`src/jrs_pkg.sv`:
```
// ----------------------------------------------------------------------------
// jrs_pkg
// Shared types and constants for the joystick rate to setpoint block.
// ----------------------------------------------------------------------------
package jrs_pkg;

  localparam int VAL_BITS   = 25;
  localparam int SCALE_BITS = 24;
  localparam int FRAC_BITS  = 16;
  localparam int OUT_W      = ((2 * VAL_BITS + 7) / 8) * 8;

  // apb register map
  localparam int ADDR_W    = 5;
  localparam int REG_IDX_W = 3;
  localparam int APB_W     = 32;

  // round(0.01 * 2^FRAC_BITS)
  localparam int STEP_HUNDREDTH = ((1 << FRAC_BITS) + 50) / 100;
  localparam int ROUND_BIAS     = 100;

  // divide by 200 as shift by 3 and divide by 25, radix 4
  localparam int DIV_SHIFT  = 3;
  localparam int DIV_BY     = 25;
  localparam int DIV_Y_BITS = VAL_BITS - DIV_SHIFT;
  localparam int DIV_STEPS  = (DIV_Y_BITS + 1) / 2;
  localparam int DIV_CNT_W  = $clog2(DIV_STEPS);
  localparam int REM_W      = $clog2(DIV_BY);
  localparam int PREM_W     = REM_W + 2;

  localparam logic signed [VAL_BITS-1:0] VAL_MAX = {1'b0, {(VAL_BITS-1){1'b1}}};
  localparam logic signed [VAL_BITS-1:0] VAL_MIN = {1'b1, {(VAL_BITS-1){1'b0}}};

  localparam logic signed [VAL_BITS-1:0] SP_LOW_RST  = -25'sd2949120;
  localparam logic signed [VAL_BITS-1:0] SP_HIGH_RST = 25'sd2949120;

  typedef enum logic [REG_IDX_W-1:0] {
    REG_RAW_LOW    = 3'd0,
    REG_RAW_HIGH   = 3'd1,
    REG_RAW_CENTRE = 3'd2,
    REG_DEAD_ZONE  = 3'd3,
    REG_RATE_SCALE = 3'd4,
    REG_MOVE_THR   = 3'd5,
    REG_SP_LOW     = 3'd6,
    REG_SP_HIGH    = 3'd7
  } cfg_reg_e;

  typedef enum logic [1:0] {
    ST_IDLE,
    ST_MUL,
    ST_DIV,
    ST_FIN
  } state_e;

  typedef struct packed {
    logic                  start;
    logic [DIV_Y_BITS-1:0] dividend;
  } div_req_t;

  typedef struct packed {
    logic                  done;
    logic [DIV_Y_BITS-1:0] quotient;
  } div_rsp_t;

endpackage

```
`src/jrs_div25.sv`:
```
// ----------------------------------------------------------------------------
// jrs_div25
// Digit-serial radix-4 divider by the constant 25, two dividend bits per cycle.
// ----------------------------------------------------------------------------
module jrs_div25 (
  input  logic            clk_i,
  input  logic            rst_ni,
  input  jrs_pkg::div_req_t req_i,
  output jrs_pkg::div_rsp_t rsp_o
);
  import jrs_pkg::*;

  localparam int PAD_W = DIV_STEPS * 2;

  logic                 busy_q, busy_d;
  logic                 done_q, done_d;
  logic [DIV_CNT_W-1:0] cnt_q, cnt_d;
  logic [PAD_W-1:0]     y_sh_q, y_sh_d;
  logic [REM_W-1:0]     rem_q, rem_d;
  logic [PAD_W-1:0]     quot_q, quot_d;
  logic [PREM_W-1:0]    part_rem;
  logic [1:0]           qdig;

  always_comb begin
    part_rem = {rem_q, y_sh_q[PAD_W-1 -: 2]};
    if (part_rem >= PREM_W'(3 * DIV_BY)) begin
      qdig = 2'd3;
    end else if (part_rem >= PREM_W'(2 * DIV_BY)) begin
      qdig = 2'd2;
    end else if (part_rem >= PREM_W'(DIV_BY)) begin
      qdig = 2'd1;
    end else begin
      qdig = 2'd0;
    end
  end

  always_comb begin
    busy_d = busy_q;
    done_d = 1'b0;
    cnt_d  = cnt_q;
    y_sh_d = y_sh_q;
    rem_d  = rem_q;
    quot_d = quot_q;
    if (req_i.start) begin
      busy_d = 1'b1;
      cnt_d  = DIV_CNT_W'(DIV_STEPS - 1);
      y_sh_d = PAD_W'(req_i.dividend);
      rem_d  = '0;
      quot_d = '0;
    end else if (busy_q) begin
      y_sh_d = {y_sh_q[PAD_W-3:0], 2'b00};
      rem_d  = REM_W'(part_rem - PREM_W'(qdig) * PREM_W'(DIV_BY));
      quot_d = {quot_q[PAD_W-3:0], qdig};
      cnt_d  = cnt_q - 1'b1;
      if (cnt_q == '0) begin
        busy_d = 1'b0;
        done_d = 1'b1;
      end
    end
  end

  always_ff @(posedge clk_i or negedge rst_ni) begin
    if (!rst_ni) begin
      busy_q <= 1'b0;
      done_q <= 1'b0;
      cnt_q  <= '0;
    end else begin
      busy_q <= busy_d;
      done_q <= done_d;
      cnt_q  <= cnt_d;
    end
  end

  always_ff @(posedge clk_i) begin
    y_sh_q <= y_sh_d;
    rem_q  <= rem_d;
    quot_q <= quot_d;
  end

  assign rsp_o.done     = done_q;
  assign rsp_o.quotient = quot_q[DIV_Y_BITS-1:0];

endmodule

```
`src/joystick_rate_to_setpoint.sv`:
```
// ----------------------------------------------------------------------------
// joystick_rate_to_setpoint
// Deadband, rate scaling and setpoint integration for one joystick axis.
// ----------------------------------------------------------------------------
// each sample goes through the 4-bit serial multiplier and the 2-bit-per-cycle divide by 200;
// the next sample is taken only once the result of the last one is in the output register
// a finished result waits in the output register while the next sample is taken
// reset: registers return to defaults, setpoint cleared, no result pending
module joystick_rate_to_setpoint #(
  parameter int SAMPLE_BITS = 12
) (
  input  logic                          clk_i,
  input  logic                          rst_ni,
  // sample
  input  logic                          s_axis_tvalid,
  output logic                          s_axis_tready,
  input  logic [((SAMPLE_BITS+7)/8)*8-1:0] s_axis_tdata,
  // rate [24:0], position [49:25]
  output logic                          m_axis_tvalid,
  input  logic                          m_axis_tready,
  output logic [jrs_pkg::OUT_W-1:0]     m_axis_tdata,
  // configuration
  input  logic                          psel,
  input  logic                          penable,
  input  logic                          pwrite,
  input  logic [jrs_pkg::ADDR_W-1:0]    paddr,
  input  logic [jrs_pkg::APB_W-1:0]     pwdata,
  output logic [jrs_pkg::APB_W-1:0]     prdata,
  output logic                          pready
);
  import jrs_pkg::*;

  localparam int NDIG   = (SAMPLE_BITS + 3) / 4;
  localparam int MAG_W  = NDIG * 4;
  localparam int PROD_W = SCALE_BITS + MAG_W;
  localparam int DCNT_W = (NDIG > 1) ? $clog2(NDIG) : 1;
  localparam int CMP_W  = SAMPLE_BITS + 2;
  localparam logic [SAMPLE_BITS-1:0] RAW_HIGH_RST   = SAMPLE_BITS'(4095);
  localparam logic [SAMPLE_BITS-1:0] RAW_CENTRE_RST = SAMPLE_BITS'(2048);

  // configuration registers
  logic [SAMPLE_BITS-1:0]       raw_low_q, raw_high_q, raw_centre_q, dead_zone_q;
  logic [SCALE_BITS-1:0]        rate_scale_q, move_thr_q;
  logic signed [VAL_BITS-1:0]   sp_low_q, sp_high_q;
  logic                         cfg_wr;
  cfg_reg_e                     cfg_idx;

  assign pready  = 1'b1;
  assign cfg_wr  = psel & penable & pwrite;
  assign cfg_idx = cfg_reg_e'(paddr[ADDR_W-1:2]);

  always_ff @(posedge clk_i or negedge rst_ni) begin
    if (!rst_ni) begin
      raw_low_q    <= '0;
      raw_high_q   <= RAW_HIGH_RST;
      raw_centre_q <= RAW_CENTRE_RST;
      dead_zone_q  <= '0;
      rate_scale_q <= SCALE_BITS'(1 << FRAC_BITS);
      move_thr_q   <= '0;
      sp_low_q     <= SP_LOW_RST;
      sp_high_q    <= SP_HIGH_RST;
    end else if (cfg_wr) begin
      unique case (cfg_idx)
        REG_RAW_LOW:    raw_low_q    <= pwdata[SAMPLE_BITS-1:0];
        REG_RAW_HIGH:   raw_high_q   <= pwdata[SAMPLE_BITS-1:0];
        REG_RAW_CENTRE: raw_centre_q <= pwdata[SAMPLE_BITS-1:0];
        REG_DEAD_ZONE:  dead_zone_q  <= pwdata[SAMPLE_BITS-1:0];
        REG_RATE_SCALE: rate_scale_q <= pwdata[SCALE_BITS-1:0];
        REG_MOVE_THR:   move_thr_q   <= pwdata[SCALE_BITS-1:0];
        REG_SP_LOW:     sp_low_q     <= pwdata[VAL_BITS-1:0];
        REG_SP_HIGH:    sp_high_q    <= pwdata[VAL_BITS-1:0];
        default: ;
      endcase
    end
  end

  always_comb begin
    unique case (cfg_idx)
      REG_RAW_LOW:    prdata = APB_W'(raw_low_q);
      REG_RAW_HIGH:   prdata = APB_W'(raw_high_q);
      REG_RAW_CENTRE: prdata = APB_W'(raw_centre_q);
      REG_DEAD_ZONE:  prdata = APB_W'(dead_zone_q);
      REG_RATE_SCALE: prdata = APB_W'(rate_scale_q);
      REG_MOVE_THR:   prdata = APB_W'(move_thr_q);
      REG_SP_LOW:     prdata = {{(APB_W-VAL_BITS){sp_low_q[VAL_BITS-1]}}, sp_low_q};
      REG_SP_HIGH:    prdata = {{(APB_W-VAL_BITS){sp_high_q[VAL_BITS-1]}}, sp_high_q};
      default:        prdata = '0;
    endcase
  end

  // window, deadband and deflection of the incoming sample
  logic [SAMPLE_BITS-1:0]  sample;
  logic signed [CMP_W-1:0] s_x, c_x, band_hi, band_lo, diff;
  logic                    in_window, outside_band, active, diff_neg;
  logic [SAMPLE_BITS-1:0]  diff_mag;

  always_comb begin
    sample       = s_axis_tdata[SAMPLE_BITS-1:0];
    s_x          = signed'({2'b00, sample});
    c_x          = signed'({2'b00, raw_centre_q});
    band_hi      = c_x + signed'({2'b00, dead_zone_q});
    band_lo      = c_x - signed'({2'b00, dead_zone_q});
    diff         = s_x - c_x;
    in_window    = (sample >= raw_low_q) && (sample <= raw_high_q);
    outside_band = (s_x > band_hi) || (s_x < band_lo);
    active       = in_window && outside_band;
    diff_neg     = diff[CMP_W-1];
    diff_mag     = diff_neg ? SAMPLE_BITS'(-diff) : SAMPLE_BITS'(diff);
  end

  // control
  state_e state_q, state_d;
  logic   in_take, mul_last, out_free, out_load;
  logic   div_start_q;
  logic [DCNT_W-1:0] dig_cnt_q;
  div_req_t div_req;
  div_rsp_t div_rsp;

  assign in_take  = s_axis_tvalid & s_axis_tready;
  assign mul_last = (dig_cnt_q == '0);
  assign out_free = ~m_axis_tvalid | m_axis_tready;

  always_comb begin
    state_d = state_q;
    unique case (state_q)
      ST_IDLE: if (s_axis_tvalid) state_d = ST_MUL;
      ST_MUL:  if (mul_last) state_d = ST_DIV;
      ST_DIV:  if (div_rsp.done) state_d = ST_FIN;
      ST_FIN:  if (out_free) state_d = ST_IDLE;
      default: state_d = ST_IDLE;
    endcase
  end

  always_comb begin
    s_axis_tready = 1'b0;
    out_load      = 1'b0;
    unique case (state_q)
      ST_IDLE: s_axis_tready = 1'b1;
      ST_FIN:  out_load = out_free;
      default: ;
    endcase
  end

  // serial multiply, one 4-bit digit of the deflection per cycle
  logic [MAG_W-1:0]  mag_sh_q;
  logic [PROD_W-1:0] prod_q, pp;
  logic              neg_q;

  assign pp = PROD_W'(rate_scale_q) * PROD_W'(mag_sh_q[MAG_W-1 -: 4]);

  // saturation of the product and the rounded divide input
  logic [VAL_BITS-1:0]        sat_lim, mag_sat, div_x;
  logic signed [VAL_BITS-1:0] rate_val;
  logic                       up_val, dn_val;

  always_comb begin
    sat_lim  = neg_q ? (VAL_BITS'(1) << (VAL_BITS - 1)) : VAL_BITS'(VAL_MAX);
    mag_sat  = (prod_q > PROD_W'(sat_lim)) ? sat_lim : prod_q[VAL_BITS-1:0];
    rate_val = neg_q ? signed'(-mag_sat) : signed'(mag_sat);
    up_val   = ~neg_q & (mag_sat > VAL_BITS'(move_thr_q));
    dn_val   = neg_q & (mag_sat > VAL_BITS'(move_thr_q));
    div_x    = mag_sat + VAL_BITS'(ROUND_BIAS);
  end

  // divider starts once the last digit is in the product
  assign div_req.start    = div_start_q;
  assign div_req.dividend = div_x[VAL_BITS-1:DIV_SHIFT];

  jrs_div25 u_div (
    .clk_i  (clk_i),
    .rst_ni (rst_ni),
    .req_i  (div_req),
    .rsp_o  (div_rsp)
  );

  // setpoint step and saturation
  logic signed [VAL_BITS-1:0] rate_q, setpoint_q, sp_next;
  logic                       up_q, dn_q;
  logic signed [VAL_BITS+1:0] step, sum;

  always_comb begin
    step = signed'((VAL_BITS+2)'(STEP_HUNDREDTH) + (VAL_BITS+2)'(div_rsp.quotient));
    sum  = (VAL_BITS+2)'(setpoint_q);
    if (dn_q && (setpoint_q >= sp_low_q)) begin
      sum = (VAL_BITS+2)'(setpoint_q) - step;
    end else if (up_q && (setpoint_q <= sp_high_q)) begin
      sum = (VAL_BITS+2)'(setpoint_q) + step;
    end
    if (sum > (VAL_BITS+2)'(VAL_MAX)) begin
      sp_next = VAL_MAX;
    end else if (sum < (VAL_BITS+2)'(VAL_MIN)) begin
      sp_next = VAL_MIN;
    end else begin
      sp_next = sum[VAL_BITS-1:0];
    end
  end

  always_ff @(posedge clk_i or negedge rst_ni) begin
    if (!rst_ni) begin
      state_q       <= ST_IDLE;
      dig_cnt_q     <= '0;
      div_start_q   <= 1'b0;
      setpoint_q    <= '0;
      m_axis_tvalid <= 1'b0;
    end else begin
      state_q     <= state_d;
      div_start_q <= (state_q == ST_MUL) && mul_last;
      if (in_take) begin
        dig_cnt_q <= DCNT_W'(NDIG - 1);
      end else if (state_q == ST_MUL) begin
        dig_cnt_q <= dig_cnt_q - 1'b1;
      end
      if (out_load) begin
        setpoint_q    <= sp_next;
        m_axis_tvalid <= 1'b1;
      end else if (m_axis_tready) begin
        m_axis_tvalid <= 1'b0;
      end
    end
  end

  always_ff @(posedge clk_i) begin
    if (in_take) begin
      mag_sh_q <= active ? MAG_W'(diff_mag) : '0;
      neg_q    <= active & diff_neg;
      prod_q   <= '0;
    end else if (state_q == ST_MUL) begin
      mag_sh_q <= {mag_sh_q[MAG_W-5:0], 4'b0000};
      prod_q   <= {prod_q[PROD_W-5:0], 4'b0000} + pp;
    end
    if (state_q == ST_DIV) begin
      rate_q <= rate_val;
      up_q   <= up_val;
      dn_q   <= dn_val;
    end
    if (out_load) begin
      m_axis_tdata <= {(OUT_W - 2 * VAL_BITS)'(0), sp_next, rate_q};
    end
  end

endmodule
```
`config.mk`:
```
export PLATFORM = sky130hd
export DESIGN_NAME = joystick_rate_to_setpoint
export DESIGN_NICKNAME = d
export VERILOG_FILES = /design/src/jrs_pkg.sv /design/src/jrs_div25.sv /design/src/joystick_rate_to_setpoint.sv
export SDC_FILE = /design/constraint.sdc
export NUM_CORES = 1
export LEC_CHECK = 0
export BUFFER_PORTS_ARGS = -buffer_cell sky130_fd_sc_hd__buf_2
export CAP_MARGIN = 20
export CORE_ASPECT_RATIO = 1.25
export CORE_UTILIZATION = 63
export CTS_CLUSTER_DIAMETER = 50
export CTS_CLUSTER_SIZE = 30
export DETAILED_ROUTE_END_ITERATION = 12
export MAX_ROUTING_LAYER = met4
export PLACE_DENSITY = 0.9
export SLEW_MARGIN = 25
export SYNTH_ARGS = -nofsm -noshare
export SYNTH_HDL_FRONTEND = slang
export SYNTH_SLANG_ARGS = --single-unit
```
`constraint.sdc`:
```
create_clock -name clk_i -period 6.6 [get_ports clk_i]
set_clock_uncertainty 0.05 [all_clocks]
set_input_delay 1.65 -clock clk_i [delete_from_list [all_inputs] [get_ports clk_i]]
set_output_delay 1.65 -clock clk_i [all_outputs]
set_load 0.1 [all_outputs]
```
==> results of run 1 <==
[kinds of logic (layout without fill, tap and decap cells)]
| group | after synthesis | count (layout) | share of synthesized area, % |
|---|---|---|---|
| buffers and inverters | 443 | 517 | 6.34 |
| adders and majority gates | 354 | 354 | 18.1 |
| other | 2 | 10 | 0.0273 |
| xor gates and xnor gates | 119 | 119 | 3.79 |
| and+or+nand+nor | 848 | 848 | 14.3 |
| muxes | 144 | 144 | 6.57 |
| AOI/OAI and AO/OA | 750 | 750 | 17.3 |
| DFF | 358 | 358 | 33.5 |
[final timing paths]
path / start / endpoint / slack, ns / cells after the start
min: rate_q[14] / m_axis_tdata[14] / 0.37 / 0
max in group asynchronous: rst_ni / dig_cnt_q[1] / 4.18 / 2
min in group asynchronous: rst_ni / u_div.cnt_q[3] / 1.01 / 1
min reg2reg: rate_q[14] / m_axis_tdata[14] / 0.37 / 0
max: mag_sh_q[11] / prod_q[31] / 0.62 / 17
max reg2reg: mag_sh_q[11] / prod_q[31] / 0.62 / 17
[metrics by stage]
step | instances | worst slack [ns] | power [mW] | utilization [%]
3_5_place_dp | 3600 | 0.767 | 8.06 | 66.4
6_report | 3665 | 0.616 | 10.3 | 69.3
4_1_cts | 3662 | 0.723 | 10.2 | 69.3
3_3_place_gp | 3600 | 0.960 | 7.78 | 66.4
2_1_floorplan | 3023 | 0.226 | 6.88 | -
5_1_grt | 3663 | 0.303 | 11.0 | 69.3
[layout make-up]
type	count	area, um^2
timing repair buffer	171	967
fill	3182	13200
multi-input combinational	2222	16600
antenna	3	7.51
tap	565	707
inverter	284	1070
sequential	358	9230
clock buffer	40	916
clock inverter	22	310
[power by group]
group / leakage, nW / total (mW) / internal, mW / switching [mW]
logic: 9.15 / 5.49 / 2.29 / 3.20
clock network: 0.590 / 2.16 / 1.09 / 1.07
registers: 3.61 / 2.69 / 2.51 / 0.175
total: 13.4 / 10.3 / 5.89 / 4.44
[layer usage]
metal	share of wire (%)	vias up
met2	49	1152
met1	38	11400
met4	5.8	0
met5	0	-
met3	7.3	293
li1	-	10700
[synth_stat cells (37+ instances only)]
cell / number
nand2_1: 326
nor3_1: 42
inv_1: 282
clkbuf_1: 125
a21oi_1: 160
fa_1: 73
mux2_2: 63
o21ai_0: 228
nor2_1: 203
xnor2_1: 82
o21a_1: 41
and2_1: 60
dfrtp_1: 159
dfxtp_1: 63
a21o_1: 48
mux2i_1: 58
edfxtp_1: 112
ha_1: 281
xor2_1: 37
nand3_1: 42
[flip-flops by register name, summed over array words and instances, names as in the netlist, 2 cells and up]
signal / flops
m_axis_tdata: 50
prod_q: 36
rate_q: 25
setpoint_q: 25
sp_high_q: 25
sp_low_q: 25
move_thr_q: 24
rate_scale_q: 24
u_div.quot_q: 22
u_div.y_sh_q: 22
dead_zone_q: 12
mag_sh_q: 12
raw_centre_q: 12
raw_high_q: 12
raw_low_q: 12
u_div.rem_q: 5
u_div.cnt_q: 4
dig_cnt_q: 2
state_q: 2
==> qor.txt, run 1 <==
crit-path max FO -> 24
Yosys top cell by area -> dfrtp_1
ys async rst share -> 51.1%
Worst Path Class, Setup -> flop to flop
final worst-path cycle share -> 90.7%
GRT overflow -> 0
Rel. slew slack -> 28.0%
Post-Syn Area -> 27500 um^2
IO Pins -> 151
most common cell after layout, fill and taps aside -> nand2_1
final setup TNS -> 0 ns
clock root buffer -> clkbuf_16
Placed Area -> 28600 um^2
Nets -> 3486
Clock transition at path regs -> 0.08 ns
CP Data Required Time -> 6.97 ns
Die Y -> 236 um
final setup vio count -> 0
Mean Syn Cell Area -> 9.12 um^2
hold_ws -> 0.374 ns
Avg WL per Cell -> 21.1 um
startpoint types -> flop
Initial Util -> 63.9%
synth warn -> 0
DR DRC count -> 0
PwrDens -> 346 nW/um^2
area share of the largest cell type after synthesis -> 14.5%
Fin. Hold Viols -> 0
worst-margin pin slew -> 1.08 ns
worst-path cell chain -> nand2_1, fa_1, inv_1, fa_1, fa_1, fa_1, a21oi_1, nand4b_1, a21boi_0, o311ai_0, a31oi_1, and4_1, a21oi_1, a21oi_1, nand3_1, xor2_1, a211oi_1
number of port buffers -> 130
HP Class -> flop to flop
Final Wtd Congestion -> 0.999
CTS Buf Count -> 35
Max Cap Viol -> 0
Max Clock Freq -> 167 MHz
Post-Syn Instances -> 3018
core footprint -> 43100 um^2
vias per cell -> 6.42
via count -> 23500
Setup Buffers After CTS -> 0
Die Wd -> 189 um
global route hottest layer -> met2
pin count of the biggest net entering global routing -> 71
Rows -> 85
Final Max Tran Viols -> 0
DR iter-0 viols -> 2365
RSZ-0062 raised after global routing -> false
initial antenna violation count -> 1
met3 Track Usage GR -> 4.90%
post-CTS sizing -> 0
Buf/Inv on CP -> 1
global-route wire length before repair -> 123000 um
Antenna Nets Post-Route -> 0
routing usage on met2 -> 59.5%
depth of the CTS H-tree -> 2
status -> complete, no violations
Synth-to-Final Area Change -> 8.39%
nature of the critical path endpoint -> flop
LEAKAGE -> 13.4 nW
layout cells sized above 1 -> 12.1%
Total Die Area -> 44500 um^2
commonest non-fill, non-tap cells in the layout -> 326 x nand2_1, 281 x inv_1, 280 x ha_1
clock buffer depth -> 3
CP arrival -> 6.35 ns
Final Cell Area -> 29800 um^2
first drt pass iteration count -> 8
GRT met1 Usage -> 42.6%
min cycle time layout -> 5.98 ns
clock sink count -> 358
cts hold-fix bufs -> 0
sequential fraction of the synthesis area -> 33.5%
clock latency reported for the late side of the worst-skew pair -> 0.58 ns
maximum vdd drop -> 0.320 mV
final WL -> 77300 um
post-DP HPWL -> 57800 um
FF+latch count, synth -> 358
delay of the slowest critical-path stage -> 0.88 ns
vias in the first global route -> 23500
count of cell types in the netlist -> 83
Post-synth EDFFs -> 112
Overall Global Routing Usage -> 36.0%
CTS tree -> yes
top_reg_cell synth -> dfrtp_1
Critical Path Most Common Cell -> fa_1
top cells by area, synth -> dfrtp_1 14%, ha_1 13%, edfxtp_1 12%
slowest CP cell -> edfxtp_1
crit-path leading delay family -> adder cells
(Power assumes the default switching activity.)
==> run 2: changes to the inputs <==
- CORE_ASPECT_RATIO: 1.25 -> 1.1
- PLACE_DENSITY: 0.9 -> 0.85
==> qor.txt, run 2 (synthesized netlist as in run 1, its figures left out) <==
status -> complete, no violations (unchanged)
Antenna Nets Post-Route -> 0 (unchanged)
clock latency reported for the late side of the worst-skew pair -> 0.60 ns (was 0.58 ns)
Max Cap Viol -> 0 (unchanged)
Final Wtd Congestion -> 1.00 (was 0.999)
nature of the critical path endpoint -> flop (unchanged)
depth of the CTS H-tree -> 2 (unchanged)
final setup vio count -> 0 (unchanged)
initial antenna violation count -> 7 (was 1)
Reg-to-Reg End -> setpoint_q[15] (was prod_q[31])
clock sink count -> 358 (unchanged)
first drt pass iteration count -> 6 (was 8)
maximum vdd drop -> 0.314 mV (was 0.320 mV)
final worst-path cycle share -> 90.9% (was 90.7%)
LEAKAGE -> 13.4 nW (about the same)
Final Max Tran Viols -> 0 (unchanged)
Placed Area -> 28600 um^2 (about the same)
Fin. Hold Viols -> 0 (unchanged)
min cycle time layout -> 6.00 ns (was 5.98 ns)
worst-margin pin slew -> 1.03 ns (was 1.08 ns)
cts hold-fix bufs -> 0 (unchanged)
Setup Buffers After CTS -> 0 (unchanged)
Clock transition at path regs -> 0.09 ns (was 0.08 ns)
Critical Path Most Common Cell -> inv_1 (was fa_1)
Die Wd -> 201 um (was 189 um)
Hold EP -> m_axis_tdata[19] (was m_axis_tdata[14])
Initial Util -> 64.5% (was 63.9%)
crit-path leading delay family -> compound AO/OA/AOI/OAI gates (was adder cells)
R2R Setup Slk -> 0.60 ns (was 0.62 ns)
Buf/Inv on CP -> 4 (was 1)
startpoint types -> flop (unchanged)
Biggest register -> m_axis_tdata (unchanged)
Synth-to-Final Area Change -> 9.12% (was 8.39%)
Net Sw Power -> 4.46 mW (was 4.44 mW)
Die Y -> 221 um (was 236 um)
final setup TNS -> 0 ns (unchanged)
biggest regs -> m_axis_tdata (50), prod_q (36) (unchanged)
Rows -> 79 (was 85)
number of port buffers -> 130 (unchanged)
Max Clock Freq -> 167 MHz (about the same)
Rel. slew slack -> 31.1% (was 28.0%)
crit-path max FO -> 14 (was 24)
GRT overflow -> 0 (unchanged)
filler cell count -> 3261 (was 3182)
HP Class -> flop to flop (unchanged)
post-CTS sizing -> 0 (unchanged)
Seq pwr share -> 25.6% (was 26.0%)
CTS tree -> yes (unchanged)
slowest CP cell -> a311oi_1 (was edfxtp_1)
Final Cell Area -> 30000 um^2 (was 29800 um^2)
most common cell after layout, fill and taps aside -> nand2_1 (unchanged)
logic gate share of total power -> 51.9% (was 53.1%)
clock buffer depth -> 3 (unchanged)
final std cells w/o fill -> 3682 (was 3665)
global-route wire length before repair -> 125000 um (was 123000 um)
IO Pins -> 151 (unchanged)
Worst Path Class, Setup -> flop to flop (unchanged)
via count -> 23500 (about the same)
max FFs per register -> 50 (unchanged)
reg2reg start -> u_div.quot_q[1] (was mag_sh_q[11])
Overall Global Routing Usage -> 36.5% (was 36.0%)
clock root buffer -> clkbuf_16 (unchanged)
final WL -> 79100 um (was 77300 um)
CTS Buf Count -> 38 (was 35)
Pint -> 6.10 mW (was 5.89 mW)
hold path depth -> 0 (unchanged)
DR DRC count -> 0 (unchanged)
CP arrival -> 6.39 ns (was 6.35 ns)
vias per cell -> 6.39 (was 6.42)
layout cells sized above 1 -> 12.4% (was 12.1%)
reg2reg path depth -> 22 (was 17)
clock power share -> 22.5% (was 20.9%)
Place WS -> 0.737 ns (was 0.767 ns)
post-DP HPWL -> 58600 um (was 57800 um)
RSZ-0062 raised after global routing -> false (unchanged)
core footprint -> 42700 um^2 (was 43100 um^2)
PwrDens -> 352 nW/um^2 (was 346 nW/um^2)
Nets -> 3490 (was 3486)
hold_ws -> 0.370 ns (was 0.374 ns)
Switching Fraction -> 42.3% (was 43.0%)
storage element area -> 9230 um^2 (unchanged)
worst-path cell chain -> nor4_1, nor2_1, o21ai_0, inv_1, o21ai_0, or3_1, inv_1, nand2_1, xnor2_1, ha_1, inv_1, a21oi_1, and3_1, o32a_1, o31ai_4, a311oi_1, nand2b_1, a32o_2, mux2i_4, buf_4, a21oi_1, mux2_2 (was nand2_1, fa_1, inv_1, fa_1, fa_1, fa_1, a21oi_1, nand4b_1, a21boi_0, o311ai_0, a31oi_1, and4_1, a21oi_1, a21oi_1, nand3_1, xor2_1, a211oi_1)
area of the multi-input gates -> 16600 um^2 (about the same)
delay of the slowest critical-path stage -> 0.52 ns (was 0.88 ns)
HP Start -> rate_q[19] (was rate_q[14])
placed cell count -> 3602 (was 3600)
CP Data Required Time -> 6.99 ns (was 6.97 ns)
vias in the first global route -> 23200 (was 23500)
commonest non-fill, non-tap cells in the layout -> 326 x nand2_1, 281 x inv_1, 280 x ha_1 (unchanged)
Total Die Area -> 44500 um^2 (about the same)
DR iter-0 viols -> 2448 (was 2365)
Avg WL per Cell -> 21.5 um (was 21.1 um)
worst setup margin -> 0.601 ns (was 0.616 ns)
pin count of the biggest net entering global routing -> 97 (was 71)
[run 2: layout make-up]
type / count / share of cell area (%)
Antenna cell: 9 / 0.0750
Clock inverter: 26 / 1.28
Timing Repair Buffer: 172 / 3.31
Clock buffer: 44 / 3.32
Tap cell: 567 / 2.36
Multi-Input combinational cell: 2222 / 55.4
Inverter: 284 / 3.55
Sequential cell: 358 / 30.7
[run 2: stage by stage]
step	power (mW)	util (%)
5_1_grt	11.3	70.3
6_report	10.6	70.3
3_5_place_dp	8.07	67.0
4_1_cts	10.5	70.2
3_3_place_gp	7.82	67.0
2_1_floorplan	6.88	-
[run 2: worst max-delay path by stage]
stage,from,endpoint,cells after the start
after detailed placement,neg_q,dn_q,25
after floorplan,paddr[2],prdata[10],7
after CTS,u_div.quot_q[1],setpoint_q[15],22
final,u_div.quot_q[1],setpoint_q[15],22
after global routing,u_div.quot_q[1],setpoint_q[15],22
after global placement,neg_q,dn_q,25
[run 2: per-layer routing]
metal | share of wire [%] | GRT usage, %
met1 | 40 | 46.7
met2 | 47 | 57.7
met3 | 7.8 | 4.12
met4 | 5.2 | 17.9
met5 | 0 | -
[run 2: power by group through the flow]
stage | logic [mW] | clock network (mW) | registers (mW)
3_3_place_gp | 5.10 | 0 | 2.72
3_5_place_dp | 5.34 | 0 | 2.74
2_1_floorplan | 4.23 | 0 | 2.65
6_report | 5.48 | 2.37 | 2.70
5_1_grt | 6.07 | 2.48 | 2.72
4_1_cts | 5.41 | 2.39 | 2.69
[run 2: worst register-to-register path, delay by kind of cell (launching register included)]
family          cells  cell delay (ns)
simple gates        6             1.31
compound gates      8             2.10
xor+xnor            1             0.09
flops               1             0.41
buf+inv             4             0.61
mux                 2             0.83
fa+ha+maj           1             0.47
